### config.mk
export PLATFORM = sky130hd
export DESIGN_NAME = led_pwm_fade_bargraph_flat
export DESIGN_NICKNAME = d
export VERILOG_FILES = /design/src/hw/rtl/lpfb_pkg.sv /design/src/hw/rtl/lpfb_if.sv /design/src/hw/rtl/lpfb_fade.sv /design/src/hw/rtl/lpfb_pwm.sv /design/src/hw/rtl/led_pwm_fade_bargraph.sv /design/src/flat_wrapper.sv
export SDC_FILE = /design/constraint.sdc
export NUM_CORES = 1
export LEC_CHECK = 0
export BUFFER_PORTS_ARGS = -buffer_cell sky130_fd_sc_hd__buf_2
export CAP_MARGIN = 5
export CORE_MARGIN = 2
export CORE_UTILIZATION = 30
export CTS_BUF_LIST = sky130_fd_sc_hd__clkbuf_2
export CTS_CLUSTER_SIZE = 30
export DETAILED_ROUTE_END_ITERATION = 6
export HOLD_SLACK_MARGIN = 0.15
export SYNTH_ARGS = -nofsm -noshare
export SYNTH_HDL_FRONTEND = slang
export SYNTH_SLANG_ARGS = --single-unit
export TNS_END_PERCENT = 50
### constraint.sdc
create_clock -name clk -period 5.8 [get_ports clk]
set_clock_uncertainty 0.2 [all_clocks]
set_input_delay 0.29 -clock clk [delete_from_list [all_inputs] [get_ports clk]]
set_output_delay 0.29 -clock clk [all_outputs]
set_load 0.02 [all_outputs]
### src/hw/rtl/lpfb_pkg.sv
// lpfb_pkg: shared constants and types for the led pwm fade bargraph block
// no dependencies; used by the interfaces, lpfb_fade, lpfb_pwm and the top level
package lpfb_pkg;

  // default sizes, handed to the top level parameters
  localparam int BAR_SEGMENTS_DEF = 16;
  localparam int BUTTON_LEDS_DEF  = 5;
  localparam int DUTY_STEPS_DEF   = 8;

  // fixed field widths
  localparam int LEVEL_W  = 4;
  localparam int PERIOD_W = 8;
  localparam int SWEEP_W  = 8;
  localparam int LOW_LEDS = 2;

  // low segment bit positions
  localparam int LOW_WATER = 0;
  localparam int LOW_FOAM  = 1;

  // button led that blinks
  localparam int BLINK_LED = 4;

  // sweep encoding: bit 7 rising, low nibble is the shown level
  localparam logic [SWEEP_W-1:0] SWEEP_RISING = 8'h80;
  localparam logic [3:0]         SWEEP_TOP    = 4'h8;

  localparam logic [PERIOD_W-1:0] BLINK_PERIOD_RESET = 8'd20;

  // item commands
  localparam logic CMD_FAST = 1'b0;
  localparam logic CMD_SLOW = 1'b1;

  // controls for one slow tick
  typedef struct packed {
    logic tick;
    logic power_on;
    logic start_water;
    logic start_foam;
  } fade_ctrl_t;

endpackage

### src/hw/rtl/lpfb_if.sv
// lpfb_item_if and lpfb_result_if: valid/ready channels of the bargraph block
// depends on lpfb_pkg for default sizes and field widths
interface lpfb_item_if #(
  parameter int BUTTON_LEDS = lpfb_pkg::BUTTON_LEDS_DEF
) ();
  logic                         valid;
  logic                         ready;
  logic                         cmd;
  logic [BUTTON_LEDS-1:0]       button_targets;
  logic [lpfb_pkg::LEVEL_W-1:0] water_level;
  logic [lpfb_pkg::LEVEL_W-1:0] foam_level;
  logic                         power_on;
  logic                         start_water_anim;
  logic                         start_foam_anim;

  modport source (
    output valid, cmd, button_targets, water_level, foam_level, power_on,
           start_water_anim, start_foam_anim,
    input  ready
  );
  modport sink (
    input  valid, cmd, button_targets, water_level, foam_level, power_on,
           start_water_anim, start_foam_anim,
    output ready
  );
endinterface

interface lpfb_result_if #(
  parameter int BUTTON_LEDS  = lpfb_pkg::BUTTON_LEDS_DEF,
  parameter int BAR_SEGMENTS = lpfb_pkg::BAR_SEGMENTS_DEF
) ();
  logic                          valid;
  logic                          ready;
  logic [BUTTON_LEDS-1:0]        button_leds;
  logic [lpfb_pkg::LOW_LEDS-1:0] low_leds;
  logic [BAR_SEGMENTS-1:0]       bar_leds;

  modport source (output valid, button_leds, low_leds, bar_leds, input ready);
  modport sink (input valid, button_leds, low_leds, bar_leds, output ready);
endinterface

### src/hw/rtl/lpfb_fade.sv
// lpfb_fade: blink timer, scale sweeps and duty ramps, updated on slow ticks
// depends on lpfb_pkg
module lpfb_fade #(
  parameter int BAR_SEGMENTS = lpfb_pkg::BAR_SEGMENTS_DEF,
  parameter int BUTTON_LEDS  = lpfb_pkg::BUTTON_LEDS_DEF,
  parameter int DUTY_STEPS   = lpfb_pkg::DUTY_STEPS_DEF,
  localparam int DW = $clog2(DUTY_STEPS + 1)
) (
  input  logic                          clk,
  input  logic                          rst,
  input  lpfb_pkg::fade_ctrl_t          ctrl,
  input  logic [lpfb_pkg::PERIOD_W-1:0] blink_half_period,
  input  logic [BUTTON_LEDS-1:0]        button_targets,
  input  logic [lpfb_pkg::LEVEL_W-1:0]  water_level,
  input  logic [lpfb_pkg::LEVEL_W-1:0]  foam_level,
  output logic [DW-1:0]                 button_duty [BUTTON_LEDS],
  output logic [DW-1:0]                 low_duty [lpfb_pkg::LOW_LEDS],
  output logic [DW-1:0]                 bar_duty [BAR_SEGMENTS]
);

  localparam int SEG_W = $clog2(BAR_SEGMENTS + 1);
  localparam int CMP_W = (SEG_W > lpfb_pkg::LEVEL_W) ? SEG_W : lpfb_pkg::LEVEL_W;

  function automatic logic [DW-1:0] ramp(input logic [DW-1:0] d, input logic on);
    logic [DW-1:0] r;
    r = d;
    if (on) begin
      if (d < DW'(DUTY_STEPS)) r = d + 1'b1;
    end else if (d != '0) begin
      r = d - 1'b1;
    end
    return r;
  endfunction

  function automatic logic [lpfb_pkg::SWEEP_W-1:0] sweep_step(
    input logic [lpfb_pkg::SWEEP_W-1:0] s
  );
    logic [lpfb_pkg::SWEEP_W-1:0] r;
    r = s;
    if ((s & lpfb_pkg::SWEEP_RISING) == '0) begin
      if (s != '0) r = s - 1'b1;
    end else begin
      r = s + 1'b1;
      if (r[3:0] == lpfb_pkg::SWEEP_TOP) r = r & ~lpfb_pkg::SWEEP_RISING;
    end
    return r;
  endfunction

  logic [lpfb_pkg::PERIOD_W-1:0] blink_count, blink_count_next;
  logic                          blink_flag, blink_flag_next;
  logic [lpfb_pkg::SWEEP_W-1:0]  water_sweep, foam_sweep;
  logic [lpfb_pkg::SWEEP_W-1:0]  water_step, foam_step;
  logic [lpfb_pkg::PERIOD_W:0]   count_inc;
  logic [lpfb_pkg::LEVEL_W-1:0]  water_fill, foam_fill;
  logic [BUTTON_LEDS-1:0]        button_on;
  logic [lpfb_pkg::LOW_LEDS-1:0] low_on;
  logic [BAR_SEGMENTS-1:0]       bar_on;

  // blink timer
  always_comb begin
    count_inc = {1'b0, blink_count} + 1'b1;
    if (count_inc >= {1'b0, blink_half_period}) begin
      blink_count_next = '0;
      blink_flag_next  = ~blink_flag;
    end else begin
      blink_count_next = count_inc[lpfb_pkg::PERIOD_W-1:0];
      blink_flag_next  = blink_flag;
    end
  end

  assign water_step = sweep_step(water_sweep);
  assign foam_step  = sweep_step(foam_sweep);

  // an active sweep overrides the level
  assign water_fill = (water_step != '0) ? water_step[3:0] : water_level;
  assign foam_fill  = (foam_step != '0) ? foam_step[3:0] : foam_level;

  assign low_on[lpfb_pkg::LOW_WATER] = (water_level == '0) && (water_step == '0) &&
                                       blink_flag_next && ctrl.power_on;
  assign low_on[lpfb_pkg::LOW_FOAM]  = (foam_level == '0) && (foam_step == '0) &&
                                       blink_flag_next && ctrl.power_on;

  for (genvar i = 0; i < BUTTON_LEDS; i++) begin : g_btn_on
    if (i == lpfb_pkg::BLINK_LED) begin : g_blink
      assign button_on[i] = button_targets[i] & blink_flag_next;
    end else begin : g_plain
      assign button_on[i] = button_targets[i];
    end
  end

  // water fills from segment 0 up, foam from the top down
  for (genvar i = 0; i < BAR_SEGMENTS; i++) begin : g_bar_on
    assign bar_on[i] = ctrl.power_on &&
                       ((CMP_W'(water_fill) > CMP_W'(i)) ||
                        (CMP_W'(foam_fill) >= CMP_W'(BAR_SEGMENTS - i)));
  end

  always_ff @(posedge clk) begin
    if (rst) begin
      blink_count <= '0;
      blink_flag  <= 1'b0;
      water_sweep <= '0;
      foam_sweep  <= '0;
    end else if (ctrl.tick) begin
      blink_count <= blink_count_next;
      blink_flag  <= blink_flag_next;
      water_sweep <= ctrl.start_water ? lpfb_pkg::SWEEP_RISING : water_step;
      foam_sweep  <= ctrl.start_foam ? lpfb_pkg::SWEEP_RISING : foam_step;
    end
  end

  for (genvar i = 0; i < BUTTON_LEDS; i++) begin : g_btn_duty
    always_ff @(posedge clk) begin
      if (rst) begin
        button_duty[i] <= '0;
      end else if (ctrl.tick) begin
        button_duty[i] <= ramp(button_duty[i], button_on[i]);
      end
    end
  end

  for (genvar i = 0; i < lpfb_pkg::LOW_LEDS; i++) begin : g_low_duty
    always_ff @(posedge clk) begin
      if (rst) begin
        low_duty[i] <= '0;
      end else if (ctrl.tick) begin
        low_duty[i] <= ramp(low_duty[i], low_on[i]);
      end
    end
  end

  for (genvar i = 0; i < BAR_SEGMENTS; i++) begin : g_bar_duty
    always_ff @(posedge clk) begin
      if (rst) begin
        bar_duty[i] <= '0;
      end else if (ctrl.tick) begin
        bar_duty[i] <= ramp(bar_duty[i], bar_on[i]);
      end
    end
  end

endmodule

### src/hw/rtl/lpfb_pwm.sv
// lpfb_pwm: pwm phase counter and per-channel duty compare
// depends on lpfb_pkg
module lpfb_pwm #(
  parameter int BAR_SEGMENTS = lpfb_pkg::BAR_SEGMENTS_DEF,
  parameter int BUTTON_LEDS  = lpfb_pkg::BUTTON_LEDS_DEF,
  parameter int DUTY_STEPS   = lpfb_pkg::DUTY_STEPS_DEF,
  localparam int DW = $clog2(DUTY_STEPS + 1)
) (
  input  logic                          clk,
  input  logic                          rst,
  input  logic                          tick,
  input  logic [DW-1:0]                 button_duty [BUTTON_LEDS],
  input  logic [DW-1:0]                 low_duty [lpfb_pkg::LOW_LEDS],
  input  logic [DW-1:0]                 bar_duty [BAR_SEGMENTS],
  output logic [BUTTON_LEDS-1:0]        button_leds,
  output logic [lpfb_pkg::LOW_LEDS-1:0] low_leds,
  output logic [BAR_SEGMENTS-1:0]       bar_leds
);

  localparam int PW = $clog2(DUTY_STEPS);

  logic [PW-1:0] phase, phase_next;
  logic [DW-1:0] phase_cmp;

  // phase wraps at the number of duty steps
  assign phase_next = (phase == PW'(DUTY_STEPS - 1)) ? '0 : phase + 1'b1;
  assign phase_cmp  = DW'(phase_next);

  always_ff @(posedge clk) begin
    if (rst) begin
      phase <= '0;
    end else if (tick) begin
      phase <= phase_next;
    end
  end

  for (genvar i = 0; i < BUTTON_LEDS; i++) begin : g_btn
    assign button_leds[i] = phase_cmp < button_duty[i];
  end
  for (genvar i = 0; i < lpfb_pkg::LOW_LEDS; i++) begin : g_low
    assign low_leds[i] = phase_cmp < low_duty[i];
  end
  for (genvar i = 0; i < BAR_SEGMENTS; i++) begin : g_bar
    assign bar_leds[i] = phase_cmp < bar_duty[i];
  end

endmodule

### src/hw/rtl/led_pwm_fade_bargraph.sv
// led_pwm_fade_bargraph: top level of the soft pwm led driver with fading
// depends on lpfb_pkg, lpfb_if, lpfb_fade and lpfb_pwm
//
// Soft pwm driver for the button leds, the two low-level segments and the
// level bar. Every channel carries a duty level from 0 to DUTY_STEPS. An item
// with cmd fast advances the pwm phase and returns one result with the on/off
// pattern (a channel is on while phase < duty). An item with cmd slow runs one
// fade step: the blink timer, the water and foam scale sweeps, the target
// pattern and a one-step duty ramp toward it; it returns no result. The
// block takes one item per clock while the result side keeps up. An accepted
// item is held in the input register and is processed on the way to the
// result register, which holds the result until it is taken. The input
// register moves on whenever the result register is empty or being taken, so
// throughput stays at one item per cycle while the result side keeps up; a
// slow tick never waits on the result side. blink_half_period is written
// through cfg_wr_en and cfg_wr_data and resets to 20; the user must write it
// only while the block is idle, which the block itself does not enforce.
module led_pwm_fade_bargraph #(
  parameter int BAR_SEGMENTS = lpfb_pkg::BAR_SEGMENTS_DEF,
  parameter int BUTTON_LEDS  = lpfb_pkg::BUTTON_LEDS_DEF,
  parameter int DUTY_STEPS   = lpfb_pkg::DUTY_STEPS_DEF
) (
  input  logic                          clk,
  input  logic                          rst,
  input  logic                          cfg_wr_en,
  input  logic [lpfb_pkg::PERIOD_W-1:0] cfg_wr_data,
  lpfb_item_if.sink                     item,
  lpfb_result_if.source                 result
);

  localparam int DW = $clog2(DUTY_STEPS + 1);

  // configuration register
  logic [lpfb_pkg::PERIOD_W-1:0] blink_half_period;

  // input register
  logic                         in_valid;
  logic                         in_cmd;
  logic [BUTTON_LEDS-1:0]       in_buttons;
  logic [lpfb_pkg::LEVEL_W-1:0] in_water;
  logic [lpfb_pkg::LEVEL_W-1:0] in_foam;
  logic                         in_power;
  logic                         in_start_water;
  logic                         in_start_foam;

  // result register
  logic                          out_valid;
  logic [BUTTON_LEDS-1:0]        out_buttons;
  logic [lpfb_pkg::LOW_LEDS-1:0] out_low;
  logic [BAR_SEGMENTS-1:0]       out_bar;

  // handshake and datapath wiring
  logic                          in_go;
  logic                          fast_go;
  logic                          item_xfer;
  lpfb_pkg::fade_ctrl_t          fade_ctrl;
  logic [DW-1:0]                 button_duty [BUTTON_LEDS];
  logic [DW-1:0]                 low_duty [lpfb_pkg::LOW_LEDS];
  logic [DW-1:0]                 bar_duty [BAR_SEGMENTS];
  logic [BUTTON_LEDS-1:0]        pwm_buttons;
  logic [lpfb_pkg::LOW_LEDS-1:0] pwm_low;
  logic [BAR_SEGMENTS-1:0]       pwm_bar;

  // slow ticks leave no result, so only fast ticks wait on the result register
  assign in_go = in_valid &&
                 ((in_cmd == lpfb_pkg::CMD_SLOW) || !out_valid || result.ready);
  assign fast_go    = in_go && (in_cmd == lpfb_pkg::CMD_FAST);
  assign item.ready = !in_valid || in_go;
  assign item_xfer  = item.valid && item.ready;

  assign fade_ctrl.tick        = in_go && (in_cmd == lpfb_pkg::CMD_SLOW);
  assign fade_ctrl.power_on    = in_power;
  assign fade_ctrl.start_water = in_start_water;
  assign fade_ctrl.start_foam  = in_start_foam;

  always_ff @(posedge clk) begin
    if (rst) begin
      blink_half_period <= lpfb_pkg::BLINK_PERIOD_RESET;
    end else if (cfg_wr_en) begin
      blink_half_period <= cfg_wr_data;
    end
  end

  // input register control
  always_ff @(posedge clk) begin
    if (rst) begin
      in_valid <= 1'b0;
    end else if (item.ready) begin
      in_valid <= item.valid;
    end
  end

  // input register payload
  always_ff @(posedge clk) begin
    if (item_xfer) begin
      in_cmd         <= item.cmd;
      in_buttons     <= item.button_targets;
      in_water       <= item.water_level;
      in_foam        <= item.foam_level;
      in_power       <= item.power_on;
      in_start_water <= item.start_water_anim;
      in_start_foam  <= item.start_foam_anim;
    end
  end

  lpfb_fade #(
    .BAR_SEGMENTS (BAR_SEGMENTS),
    .BUTTON_LEDS  (BUTTON_LEDS),
    .DUTY_STEPS   (DUTY_STEPS)
  ) u_fade (
    .clk               (clk),
    .rst               (rst),
    .ctrl              (fade_ctrl),
    .blink_half_period (blink_half_period),
    .button_targets    (in_buttons),
    .water_level       (in_water),
    .foam_level        (in_foam),
    .button_duty       (button_duty),
    .low_duty          (low_duty),
    .bar_duty          (bar_duty)
  );

  lpfb_pwm #(
    .BAR_SEGMENTS (BAR_SEGMENTS),
    .BUTTON_LEDS  (BUTTON_LEDS),
    .DUTY_STEPS   (DUTY_STEPS)
  ) u_pwm (
    .clk         (clk),
    .rst         (rst),
    .tick        (fast_go),
    .button_duty (button_duty),
    .low_duty    (low_duty),
    .bar_duty    (bar_duty),
    .button_leds (pwm_buttons),
    .low_leds    (pwm_low),
    .bar_leds    (pwm_bar)
  );

  // result register control: a fast tick loads, a transfer empties
  always_ff @(posedge clk) begin
    if (rst) begin
      out_valid <= 1'b0;
    end else if (fast_go) begin
      out_valid <= 1'b1;
    end else if (result.ready) begin
      out_valid <= 1'b0;
    end
  end

  always_ff @(posedge clk) begin
    if (fast_go) begin
      out_buttons <= pwm_buttons;
      out_low     <= pwm_low;
      out_bar     <= pwm_bar;
    end
  end

  assign result.valid       = out_valid;
  assign result.button_leds = out_buttons;
  assign result.low_leds    = out_low;
  assign result.bar_leds    = out_bar;

endmodule
### src/flat_wrapper.sv
// flat-port wrapper written by rule: the top's interface ports become plain ports
module led_pwm_fade_bargraph_flat 
#(
  parameter int BAR_SEGMENTS = lpfb_pkg::BAR_SEGMENTS_DEF,
  parameter int BUTTON_LEDS  = lpfb_pkg::BUTTON_LEDS_DEF,
  parameter int DUTY_STEPS   = lpfb_pkg::DUTY_STEPS_DEF
)
  (clk, rst, cfg_wr_en, cfg_wr_data, item_valid, item_cmd, item_button_targets, item_water_level, item_foam_level, item_power_on, item_start_water_anim, item_start_foam_anim, item_ready, result_valid, result_button_leds, result_low_leds, result_bar_leds, result_ready);
  lpfb_item_if #(.BUTTON_LEDS(BUTTON_LEDS)) item_i ();
  lpfb_result_if #(.BUTTON_LEDS(BUTTON_LEDS), .BAR_SEGMENTS(BAR_SEGMENTS)) result_i ();
  input  logic clk;
  input  logic rst;
  input  logic cfg_wr_en;
  input  logic [lpfb_pkg::PERIOD_W-1:0] cfg_wr_data;
  input wire logic [$bits(item_i.valid)-1:0] item_valid;
  input wire logic [$bits(item_i.cmd)-1:0] item_cmd;
  input wire logic [$bits(item_i.button_targets)-1:0] item_button_targets;
  input wire logic [$bits(item_i.water_level)-1:0] item_water_level;
  input wire logic [$bits(item_i.foam_level)-1:0] item_foam_level;
  input wire logic [$bits(item_i.power_on)-1:0] item_power_on;
  input wire logic [$bits(item_i.start_water_anim)-1:0] item_start_water_anim;
  input wire logic [$bits(item_i.start_foam_anim)-1:0] item_start_foam_anim;
  output wire logic [$bits(item_i.ready)-1:0] item_ready;
  output wire logic [$bits(result_i.valid)-1:0] result_valid;
  output wire logic [$bits(result_i.button_leds)-1:0] result_button_leds;
  output wire logic [$bits(result_i.low_leds)-1:0] result_low_leds;
  output wire logic [$bits(result_i.bar_leds)-1:0] result_bar_leds;
  input wire logic [$bits(result_i.ready)-1:0] result_ready;
  assign item_i.valid = item_valid;
  assign item_i.cmd = item_cmd;
  assign item_i.button_targets = item_button_targets;
  assign item_i.water_level = item_water_level;
  assign item_i.foam_level = item_foam_level;
  assign item_i.power_on = item_power_on;
  assign item_i.start_water_anim = item_start_water_anim;
  assign item_i.start_foam_anim = item_start_foam_anim;
  assign item_ready = item_i.ready;
  assign result_valid = result_i.valid;
  assign result_button_leds = result_i.button_leds;
  assign result_low_leds = result_i.low_leds;
  assign result_bar_leds = result_i.bar_leds;
  assign result_i.ready = result_ready;
  led_pwm_fade_bargraph #(.BAR_SEGMENTS(BAR_SEGMENTS), .BUTTON_LEDS(BUTTON_LEDS), .DUTY_STEPS(DUTY_STEPS)) u_core (.clk(clk), .rst(rst), .cfg_wr_en(cfg_wr_en), .cfg_wr_data(cfg_wr_data), .item(item_i), .result(result_i));
endmodule
==> results of run 1 <==
power by group through the flow:
stage | registers (mW) | logic, mW | clock network (mW)
after floorplan | 1.35 | 0.472 | 0
after global placement | 1.36 | 0.605 | 0
after detailed placement | 1.36 | 0.622 | 0
after CTS | 1.34 | 0.665 | 0.637
after global routing | 1.35 | 0.750 | 0.677
final | 1.34 | 0.661 | 0.597
cells in the mapped netlist (8+ instances only):
library cell | n | area share (%)
mux2i_1 | 29 | 2.5
fa_1 | 23 | 3.9
nand4_1 | 13 | 0.69
edfxtp_1 | 40 | 10
xor2_1 | 29 | 2.2
nand2_1 | 84 | 2.7
or4_1 | 8 | 0.51
a31oi_1 | 11 | 0.58
a22oi_1 | 14 | 0.89
nand3_1 | 28 | 1.2
nand3b_1 | 10 | 0.64
clkbuf_1 | 45 | 1.4
xnor2_1 | 19 | 1.4
or2_2 | 24 | 1.3
nand2b_1 | 16 | 0.85
a21boi_0 | 14 | 0.89
nor2_1 | 118 | 3.8
o21ai_0 | 65 | 2.8
nor4_1 | 16 | 0.85
nor2b_1 | 11 | 0.58
or3_1 | 11 | 0.58
and3_1 | 13 | 0.69
o21a_1 | 19 | 1.2
a21o_1 | 49 | 3.1
dfxtp_1 | 130 | 22
inv_1 | 91 | 2.9
o211ai_1 | 17 | 1.1
ha_1 | 109 | 12
nor3_1 | 40 | 1.7
a21oi_1 | 106 | 4.5
a211oi_1 | 22 | 1.4
worst min-delay path, delay by kind of cell (launching register included):
kind | cells | cell delay [ps]
flops | 1 | 380
simple gates | 1 | 60
compound gates | 1 | 50
final cells by class:
class	count	area (um2)
Fill cell	4012	25200
Multi-Input combinational cell	1032	7430
Sequential cell	170	3800
Timing Repair Buffer	137	1080
Tap cell	518	648
Inverter	91	342
Clock inverter	14	108
Clock buffer	18	90.1
Antenna cell	1	2.50
sequential cells by signal, indices dropped and copies added, names as in the netlist, 3 cells and up:
name,flops
u_core.u_fade.button_duty,20
u_core.in_buttons,5
u_core.u_fade.bar_duty,64
u_core.result.button_leds,5
u_core.u_fade.low_duty,8
u_core.in_water,4
u_core.u_fade.blink_count,8
u_core.u_fade.water_sweep,8
u_core.result.bar_leds,16
u_core.u_pwm.phase,3
u_core.blink_half_period,8
u_core.in_foam,4
u_core.u_fade.foam_sweep,8
worst max-delay path by stage:
stage	slack [ps]	endpoint	startpoint	cells past startpoint
global placement	1000	u_core.u_fade.bar_duty[15]	u_core.u_fade.water_sweep[0]	16
finish	720	u_core.u_fade.bar_duty[15]	u_core.u_fade.water_sweep[0]	16
CTS	810	u_core.u_fade.bar_duty[15]	u_core.u_fade.water_sweep[0]	16
detailed placement	880	u_core.u_fade.bar_duty[15]	u_core.u_fade.water_sweep[0]	16
global route	220	u_core.u_fade.bar_duty[15]	u_core.u_fade.water_sweep[0]	16
floorplan	1440	u_core.u_fade.bar_duty[15]	u_core.u_fade.foam_sweep[0]	16
per-layer routing:
layer	global-route usage, %	vias to the layer above	routed length [um]
met5	0	-	0
met1	19.3	4925	14100
met4	3.05	0	270
met2	23.5	164	13100
li1	-	5112	-
met3	2.50	17	1040
kinds of logic (layout without fill, tap and decap cells):
logic type	count (synthesis)	count (layout)	share of synthesized area, %
AND/OR/NAND/NOR	421	421	18.2
AO/OA/AOI/OAI	399	399	23.0
flip-flops	170	170	32.3
buffers and inverters	146	260	4.76
adder cells (fa/ha/maj)	132	132	15.5
XOR/XNOR	48	48	3.57
multiplexers	32	32	2.75
other	0	1	0
per-stage QoR:
stage / worst slack (ps) / utilization [%]
finish: 716 / 34.9
global route: 223 / 34.9
CTS: 813 / 34.9
detailed placement: 880 / 32.5
global placement: 999 / 32.5
floorplan: 1440 / -
==> metrics.cfg, run 1 <==
[outcome]
outcome = finished, final reports clean

[clock_tree]
clk_latency_ps = 810
cts_hold_buf = 73
cts_inserted_buffers = 17
cts_resized = 0
cts_tree = yes
htreeDepth = 4
post-cts-setup-buffers = 0
cts_root_buffer = clkbuf_2
cts_sinks = 170
clock_path_buffers = 2
path_clk_slew_ps = 240

[critical_path]
r2r_start = u_core.u_fade.water_sweep[0]
endpoint_kind = flop
worstPathMaxFanout = 15
cp_slowest_cell = dfxtp_1
cp-start-kind = flop
crit_buf_inv = 2
cp_top_family = compound AO/OA/AOI/OAI gates
critPathArrivalTime_ps = 5610
reg2reg_depth = 16
worstSetupPathType = flop to flop
cp_cell_sequence = inv_1 > ha_1 > nand2b_1 > o22ai_1 > xor2_1 > o31ai_1 > a41oi_2 > a211oi_1 > o21a_1 > inv_1 > ha_1 > a21o_1 > a21oi_1 > nand2_1 > or4b_2 > a31oi_1
required_ps = 6320
cp_slowest_stage_delay_ps = 650
r2r_setup_slack_ps = 720
r2r_end = u_core.u_fade.bar_duty[15]

[layout]
mostFrequentLayoutCells = 130 x dfxtp_1, 118 x nor2_1, 109 x ha_1
nNetsFinal = 1611
final_cell_area_um2 = 13500
area_growth_pct = 14.6
layout_commonest_cell = dfxtp_1
final_layout_size_suffix_gt1_share_pct = 10.5
final_cell_count_no_fill = 1981

[sta]
slew_headroom_pct = 31.7
tns_ps = 0
final-setup-viol-count = 0
hold_viol_final = 0
final_max_slew_viol_count = 0
period_share_pct = 87.7
fmaxAchievable_ghz = 0.197
worst_pin_slew_ps = 1020
rsz0062_at_grt = false
holdWs_ps = 300
layout_min_cycle_time_ps = 5080

[floorplanning]
die_w_um = 202
fp.dieH_um = 202
core_area_um2 = 38700
start_util_pct = 30.4
pin_count = 55
rows = 72
dieArea_um2 = 40900

[pwr]
power_switching_mw = 0.871
power_leakage_nw = 5.63
power.share.sequential_pct = 51.5
finalPower_mw = 2.59
power.density_nw_per_um2 = 192
internal-power_mw = 1.72
ir_drop_uv = 110
swShare_pct = 33.6
combPwrFrac_pct = 25.5
clockPowerShare_pct = 23.0

[global_route]
grt_pass1_vias = 9719
grt_pass1_wl_um = 47900
grt_usage_pct = 14.2
grt_overflow_total = 0
grt_max_degree = 87
grt_antenna_before_repair = 1

[detailed_routing]
wirelength_um = 28500
vias_per_cell = 5.16
wl_per_cell_um = 14.4
drt-initial-drc-count = 582
firstDrtPassIters = 5
drc_errors = 0
vias = 10200
ant_nets = 0

[hold_path]
hold_path_class = flop to flop
min_from = u_core.u_fade.blink_count[7]
hold_path_depth = 2
whs_endpoint = u_core.u_fade.blink_count[7]

[synthesis]
synth_flop_cell = dfxtp_1
async_reset_ff_share_pct = 0
avgSynthCellArea_um2 = 8.74
synth_area_um2 = 11800
synth-seq-cells = 170
ys_warn_count = 0
synth_cell_type_count = 85
synth_edf_count = 40
syn_inst = 1348
synth_nets = 1510
yosysSeqAreaShare_pct = 32.3

[run]
drv_cap = 0

[place]
hpwl_um = 19600
io_buffers = 54
place.gp.congestion = 0.890
place_inst = 1875
placed_area_um2 = 12600

No activity file was read; power rests on OpenSTA's default activity.
==> run 2: changes to the inputs <==
--- a/config.mk
+++ b/config.mk
@@ -13,6 +13,7 @@
 export CTS_CLUSTER_SIZE = 30
 export DETAILED_ROUTE_END_ITERATION = 6
 export HOLD_SLACK_MARGIN = 0.15
+export REMOVE_ABC_BUFFERS = 1
 export SYNTH_ARGS = -nofsm -noshare
 export SYNTH_HDL_FRONTEND = slang
 export SYNTH_SLANG_ARGS = --single-unit
==> run 2 against run 1 <==
  * Via count is 0.97% lower
  * Power rose by 5.6%
  * Maximum frequency increased by 1.7%
  * Largest cell class unchanged
==> metrics.cfg, run 2 (synthesis results as in run 1) <==
[outcome]
outcome = finished, final reports clean  ; unchanged

[detailed_routing]
ant_nets = 0  ; unchanged
firstDrtPassIters = 7  ; was 5
drt-initial-drc-count = 511  ; was 582
wirelength_um = 28500  ; about the same
vias_per_cell = 5.11  ; was 5.16
wl_per_cell_um = 14.4  ; about the same
vias = 10100  ; was 10200
drc_errors = 0  ; unchanged

[global_route]
grt_antenna_before_repair = 0  ; was 1
grt_pass1_vias = 9741  ; was 9719
grt_max_degree = 79  ; was 87
grt_pass1_wl_um = 47900  ; about the same
grt_overflow_total = 0  ; unchanged
grt_usage_pct = 14.2  ; about the same

[place]
io_buffers = 54  ; unchanged
place.gp.congestion = 0.896  ; was 0.890
place_inst = 1874  ; was 1875
hpwl_um = 19400  ; was 19600 um

[critical_path]
cp-start-kind = flop  ; unchanged
worstSetupPathType = flop to flop  ; unchanged
cp_slowest_cell = dfxtp_1  ; unchanged
critPathLaunch = u_core.u_fade.water_sweep[0]  ; unchanged
cp_slowest_stage_delay_ps = 640  ; was 650 ps
crit_buf_inv = 2  ; unchanged
required_ps = 6320  ; about the same
cp_top_family = compound AO/OA/AOI/OAI gates  ; unchanged
endpoint_kind = flop  ; unchanged
r2r_start = u_core.u_fade.water_sweep[0]  ; unchanged
worstPathMaxFanout = 15  ; unchanged
critPathArrivalTime_ps = 5530  ; was 5610 ps
cp_cell_sequence = inv_1 > ha_1 > nand2b_1 > o22ai_1 > xor2_1 > o31ai_1 > a41oi_2 > a211oi_1 > o21a_1 > inv_1 > ha_1 > a21o_1 > a21oi_1 > nand2_1 > or4b_2 > a31oi_1  ; unchanged

[clock_tree]
cts_tree = yes  ; unchanged
cts_inserted_buffers = 17  ; unchanged
cts_root_buffer = clkbuf_2  ; unchanged
htreeDepth = 4  ; unchanged
path_clk_slew_ps = 260  ; was 240 ps
clk_latency_ps = 780  ; was 810 ps
clock_path_buffers = 2  ; unchanged
cts_sinks = 170  ; unchanged
cts_resized = 0  ; unchanged

[sta]
worst_pin_slew_ps = 1040  ; was 1020 ps
hold_viol_final = 0  ; unchanged
period_share_pct = 86.2  ; was 87.7%
slew_headroom_pct = 30.6  ; was 31.7%
final_max_slew_viol_count = 0  ; unchanged
tns_ps = 0  ; unchanged
layout_min_cycle_time_ps = 5000  ; was 5080 ps
rsz0062_at_grt = false  ; unchanged
fmaxAchievable_ghz = 0.200  ; was 0.197 GHz
final-setup-viol-count = 0  ; unchanged

[floorplanning]
rows = 72  ; unchanged
dieArea_um2 = 40900  ; unchanged
start_util_pct = 30.4  ; unchanged
die_w_um = 202  ; unchanged
pin_count = 55  ; unchanged
core_area_um2 = 38700  ; unchanged
fp.dieH_um = 202  ; unchanged

[pwr]
power.density_nw_per_um2 = 202  ; was 192 nW/um2
power_leakage_nw = 5.66  ; was 5.63 nW
ir_drop_uv = 116  ; was 110 uV

[layout]
nNetsFinal = 1610  ; was 1611
n_antenna_cell = 0  ; was 1
mostFrequentLayoutCells = 130 x dfxtp_1, 118 x nor2_1, 109 x ha_1  ; unchanged
final_layout_size_suffix_gt1_share_pct = 10.6  ; was 10.5%
largest_reg_flops = 64  ; unchanged
top_register = u_core.u_fade.bar_duty  ; unchanged
layout_commonest_cell = dfxtp_1  ; unchanged
final_cell_count_no_fill = 1979  ; was 1981
area_growth_pct = 15.3  ; was 14.6%

[hold_path]
min_from = u_core.u_fade.blink_count[7]  ; unchanged
hold_path_class = flop to flop  ; unchanged

[run]
drv_cap = 0  ; unchanged

## run 2: timing repair
action	4_1_cts	5_1_grt
endpoints found under the hold margin	103	0
hold buffers	73	0
buffers inserted	0	0
## run 2: through the flow
stage | power (mW) | worst slack [ps] | cell area (um2) | utilization, % | hold WS, ps
after CTS | 2.78 | 844 | 13600 | 35.1 | 269
final | 2.74 | 799 | 13600 | 35.1 | 307
after detailed placement | 1.98 | 929 | 12600 | 32.4 | 268
after floorplan | 1.81 | 1420 | 11600 | - | 159
after global routing | 2.92 | 301 | 13600 | 35.1 | 252
after global placement | 1.96 | 1020 | 12600 | 32.4 | 269
## run 2: layer usage
layer / share of wire, % / wire length [um] / global-route usage, %
met1: 49 / 14000 / 18.9
met2: 46 / 13200 / 23.7
met3: 3.1 / 871 / 2.47
met4: 1.2 / 334 / 3.39
met5: 0 / 0 / 0
## run 2: worst paths after layout
kind                                   to  cells past startpoint  slack, ps
max            u_core.u_fade.bar_duty[15]                     16        800
max reg2reg    u_core.u_fade.bar_duty[15]                     16        800
min          u_core.u_fade.blink_count[7]                      2        310
min reg2reg  u_core.u_fade.blink_count[7]                      2        310
## run 2: power by group
| group | switching [mW] | internal (mW) | leakage (nW) |
|---|---|---|---|
| logic | 0.367 | 0.296 | 4.05 |
| registers | 0.0606 | 1.28 | 1.44 |
| clock network | 0.456 | 0.286 | 0.166 |
| total | 0.883 | 1.86 | 5.66 |
## run 2: worst register-to-register path, stage by stage, from the launching register on
cell      delay (ps)
dfxtp_1          640
inv_1            180
ha_1             230
nand2b_1         150
o22ai_1          120
xor2_1           160
o31ai_1          600
a41oi_2          390
a211oi_1         380
o21a_1           240
inv_1            110
ha_1             290
a21o_1           180
a21oi_1          180
nand2_1           90
or4b_2           630
a31oi_1          170
## run 2: final cells by class
cell class                 count  area (um2)
clock buffer                  17        85.1
clock inverter                15         199
fill                        3963       25200
inverter                      91         342
multi-input combinational   1032        7430
sequential                   170        3800
tap                          518         648
timing repair buffer         136        1070
==> run 3: changes to the inputs <==
--- a/config.mk
+++ b/config.mk
@@ -16,5 +16,6 @@
 export REMOVE_ABC_BUFFERS = 1
 export SYNTH_ARGS = -nofsm -noshare
 export SYNTH_HDL_FRONTEND = slang
+export SYNTH_HIERARCHICAL = 1
 export SYNTH_SLANG_ARGS = --single-unit
 export TNS_END_PERCENT = 50
==> run 3 against run 2 <==
  * Core utilization shrank 0.49 points
  * Setup slack gained 82 ps
  * Count of clock-buffer cells in the layout is the same
  * Maximum frequency grew 1.7%
  * Critical endpoint is now u_core/u_fade/bar_duty[42]
==> metrics.cfg, run 3 <==
[sta]
hold_viol_final = 0  ; unchanged
holdWs_ps = 323  ; was 307 ps
slew_headroom_pct = 29.0  ; was 30.6%
rsz0062_at_grt = false  ; unchanged
final-setup-viol-count = 0  ; unchanged
worst_pin_slew_ps = 1070  ; was 1040 ps
layout_min_cycle_time_ps = 4920  ; was 5000 ps
tns_ps = 0  ; unchanged
fmaxAchievable_ghz = 0.203  ; was 0.200 GHz
final_max_slew_viol_count = 0  ; unchanged
setup_ws_ps = 881  ; was 799 ps
period_share_pct = 84.8  ; was 86.2%

[clock_tree]
cts_tree = yes  ; unchanged
clk_latency_ps = 810  ; was 780 ps
path_clk_slew_ps = 250  ; was 260 ps
cts_sinks = 170  ; unchanged
cts_resized = 0  ; unchanged
cts_root_buffer = clkbuf_2  ; unchanged
clock_path_buffers = 2  ; unchanged
htreeDepth = 4  ; unchanged
cts_inserted_buffers = 17  ; unchanged

[global_route]
grt_antenna_before_repair = 1  ; was 0
grt_pass1_wl_um = 50800  ; was 47900 um
grt_max_degree = 68  ; was 79
grt_overflow_total = 0  ; unchanged
grt_pass1_vias = 10300  ; was 9741
grt_usage_pct = 14.2  ; about the same

[critical_path]
cp_slowest_stage_delay_ps = 660  ; was 640 ps
worstPathMaxFanout = 15  ; unchanged
worstSetupPathType = flop to flop  ; unchanged
endpoint_kind = flop  ; unchanged
reg2reg_depth = 16  ; unchanged
required_ps = 6330  ; was 6320 ps
r2r_start = u_core/u_fade/foam_sweep[0]  ; was u_core.u_fade.water_sweep[0]
r2r_setup_slack_ps = 880  ; was 800 ps
critPathArrivalTime_ps = 5450  ; was 5530 ps
cp-start-kind = flop  ; unchanged
cp_slowest_cell = dfxtp_1  ; unchanged
r2r_end = u_core/u_fade/bar_duty[42]  ; was u_core.u_fade.bar_duty[15]
cp_cell_sequence = inv_1 > ha_1 > or4b_1 > o21ai_1 > or2_2 > a221oi_1 > and4_1 > a22o_1 > a21oi_1 > o31ai_2 > inv_1 > fa_1 > xnor2_1 > nand2_1 > or4b_1 > o31ai_1  ; was inv_1 > ha_1 > nand2b_1 > o22ai_1 > xor2_1 > o31ai_1 > a41oi_2 > a211oi_1 > o21a_1 > inv_1 > ha_1 > a21o_1 > a21oi_1 > nand2_1 > or4b_2 > a31oi_1

[layout]
nNetsFinal = 1665  ; was 1610
mostFrequentLayoutCells = 142 x nor2_1, 129 x dfxtp_1, 117 x inv_1  ; was 130 x dfxtp_1, 118 x nor2_1, 109 x ha_1
area_growth_pct = 13.6  ; was 15.3%
largest_reg_flops = 64  ; unchanged
top_register = u_core/u_fade/bar_duty  ; was u_core.u_fade.bar_duty
final_util_pct = 34.6  ; was 35.1%
layout_commonest_cell = nor2_1  ; was dfxtp_1
final_cell_area_um2 = 14100  ; was 13600 um2
final_layout_size_suffix_gt1_share_pct = 10.1  ; was 10.6%

[floorplanning]
dieArea_um2 = 43200  ; was 40900 um2
pin_count = 55  ; unchanged
fp.dieH_um = 208  ; was 202 um
start_util_pct = 30.4  ; about the same
core_area_um2 = 40900  ; was 38700 um2
die_w_um = 208  ; was 202 um
rows = 74  ; was 72

[synthesis]
yosysMostFrequentCell = nor2_1  ; was dfxtp_1
synth-seq-cells = 170  ; unchanged
synth_flop_cell = dfxtp_1  ; unchanged
synth_area_um2 = 12500  ; was 11800 um2
yosysSeqAreaShare_pct = 30.5  ; was 32.3%
synthSimpleGateAreaFrac_pct = 20.3  ; was 18.2%
syn_inst = 1408  ; was 1348
synth_largest_area_cell = dfxtp_1  ; unchanged
ys_warn_count = 6  ; was 0
yosys-top-cells-area = dfxtp_1 21%, ha_1 11%, edfxtp_1 9.6%  ; was dfxtp_1 22%, ha_1 12%, edfxtp_1 10%
synth_cell_type_count = 95  ; was 85
yosysTopAreaCellShare_pct = 20.9  ; was 22.1%
synthMuxAreaShare_pct = 4.06  ; was 2.75%
synth_edf_count = 40  ; unchanged
synthXorXnorAreaFrac_pct = 3.87  ; was 3.57%
avgSynthCellArea_um2 = 8.85  ; was 8.74 um2
synth.cells.most_frequent = 142 x nor2_1, 130 x dfxtp_1, 117 x inv_1  ; was 130 x dfxtp_1, 118 x nor2_1, 109 x ha_1
synth_compound_area_share_pct = 20.9  ; was 23.0%
synth_top_family_by_area = compound AO/OA/AOI/OAI gates  ; unchanged
async_reset_ff_share_pct = 0  ; unchanged
synthAdderAreaFrac_pct = 14.6  ; was 15.5%

[detailed_routing]
wirelength_um = 30800  ; was 28500 um
firstDrtPassIters = 5  ; was 7
vias_per_cell = 5.22  ; was 5.11
drc_errors = 0  ; unchanged
drt-initial-drc-count = 636  ; was 511
vias = 10700  ; was 10100
wl_per_cell_um = 15.0  ; was 14.4 um
ant_nets = 0  ; unchanged

[hold_path]
min_from = u_core/u_fade/bar_duty[54]  ; was u_core.u_fade.blink_count[7]
whs_endpoint = u_core/u_fade/bar_duty[54]  ; was u_core.u_fade.blink_count[7]
hold_path_class = flop to flop  ; unchanged
hold_path_depth = 2  ; unchanged

[pwr]
power.density_nw_per_um2 = 190  ; was 202 nW/um2
ir_drop_uv = 98.2  ; was 116 uV
power_leakage_nw = 5.64  ; was 5.66 nW

[run]
drv_cap = 0  ; unchanged

[place]
dp_slack_ps = 938  ; was 929 ps
hpwl_um = 20200  ; was 19400 um
place.gp.congestion = 0.874  ; was 0.896
io_buffers = 54  ; unchanged
placed_area_um2 = 13200  ; was 12600 um2

[outcome]
outcome = finished, final reports clean  ; unchanged

-- run 3: cell types whose count changed after synthesis, sizes merged, moves of 14 or more --
cell	before	now
a21o	50	35
a21oi	107	93
a221oi	3	26
and3b	0	48
inv	91	118
mux2i	29	46
nor2	118	142
nor3	43	22
o21a	20	2
or2	24	4
xnor2	19	35
-- run 3: layout make-up --
| cell class | instances | area, um2 |
|---|---|---|
| sequential | 170 | 3800 |
| antenna | 1 | 2.50 |
| fill | 4207 | 26800 |
| timing repair buffer | 133 | 1050 |
| inverter | 118 | 443 |
| clock buffer | 17 | 85.1 |
| multi-input combinational | 1063 | 7960 |
| clock inverter | 15 | 139 |
| tap | 532 | 666 |
-- run 3: how the worst max path moves through the flow --
stage / start / to / slack (ps) / cells after the start
2_1_floorplan: u_core/u_fade/foam_sweep[0] / u_core/u_fade/bar_duty[42] / 1470 / 16
3_3_place_gp: u_core/u_fade/foam_sweep[0] / u_core/u_fade/bar_duty[43] / 1080 / 16
3_5_place_dp: u_core/u_fade/foam_sweep[0] / u_core/u_fade/bar_duty[43] / 940 / 16
4_1_cts: u_core/u_fade/foam_sweep[0] / u_core/u_fade/bar_duty[42] / 860 / 16
5_1_grt: u_core/u_fade/foam_sweep[0] / u_core/u_fade/bar_duty[43] / 370 / 17
6_report: u_core/u_fade/foam_sweep[0] / u_core/u_fade/bar_duty[42] / 880 / 16
-- run 3: cells by family (layout without fill, tap and decap cells) --
logic type | Yosys count | in the layout
xor gates and xnor gates | 55 | 55
AOI/OAI and AO/OA | 361 | 361
buffers and inverters | 175 | 283
muxes | 50 | 50
and+or+nand+nor | 465 | 465
adders and majority gates | 132 | 132
DFF | 170 | 170
other | 0 | 1
-- run 3: through the flow --
| step | power [mW] | std cells |
|---|---|---|
| floorplan | 1.84 | 1351 |
| global placement | 1.99 | 1944 |
| detailed placement | 2.01 | 1944 |
| CTS | 2.73 | 2048 |
| global route | 2.87 | 2049 |
| finish | 2.69 | 2049 |
-- run 3: what timing repair did --
item / CTS / global route
hold buffers: 72 / 0
buffers inserted: 0 / 0
endpoints found under the hold margin: 117 / 0
setup endpoints to repair: 0 / 0
-- run 3: where the power goes --
group,internal [mW],switching (mW)
sequential,1.27,0.0637
clock,0.162,0.491
combinational,0.314,0.387
-- run 3: routing by layer --
| layer | wire (um) | global-route usage [%] | vias to the layer above |
|---|---|---|---|
| met4 | 748 | 4.82 | 0 |
| met5 | 0 | 0 | - |
| met2 | 14800 | 24.6 | 167 |
| li1 | - | - | 5338 |
| met3 | 959 | 2.18 | 42 |
| met1 | 14300 | 18.0 | 5140 |
-- run 3: critical path, delay by kind of cell, from the launching register on --
| kind | cells | cell delay [ps] |
|---|---|---|
| simple gates | 5 | 1420 |
| compound gates | 6 | 1380 |
| buf+inv | 2 | 370 |
| flops | 1 | 660 |
| xor+xnor | 1 | 130 |
| fa+ha+maj | 2 | 700 |
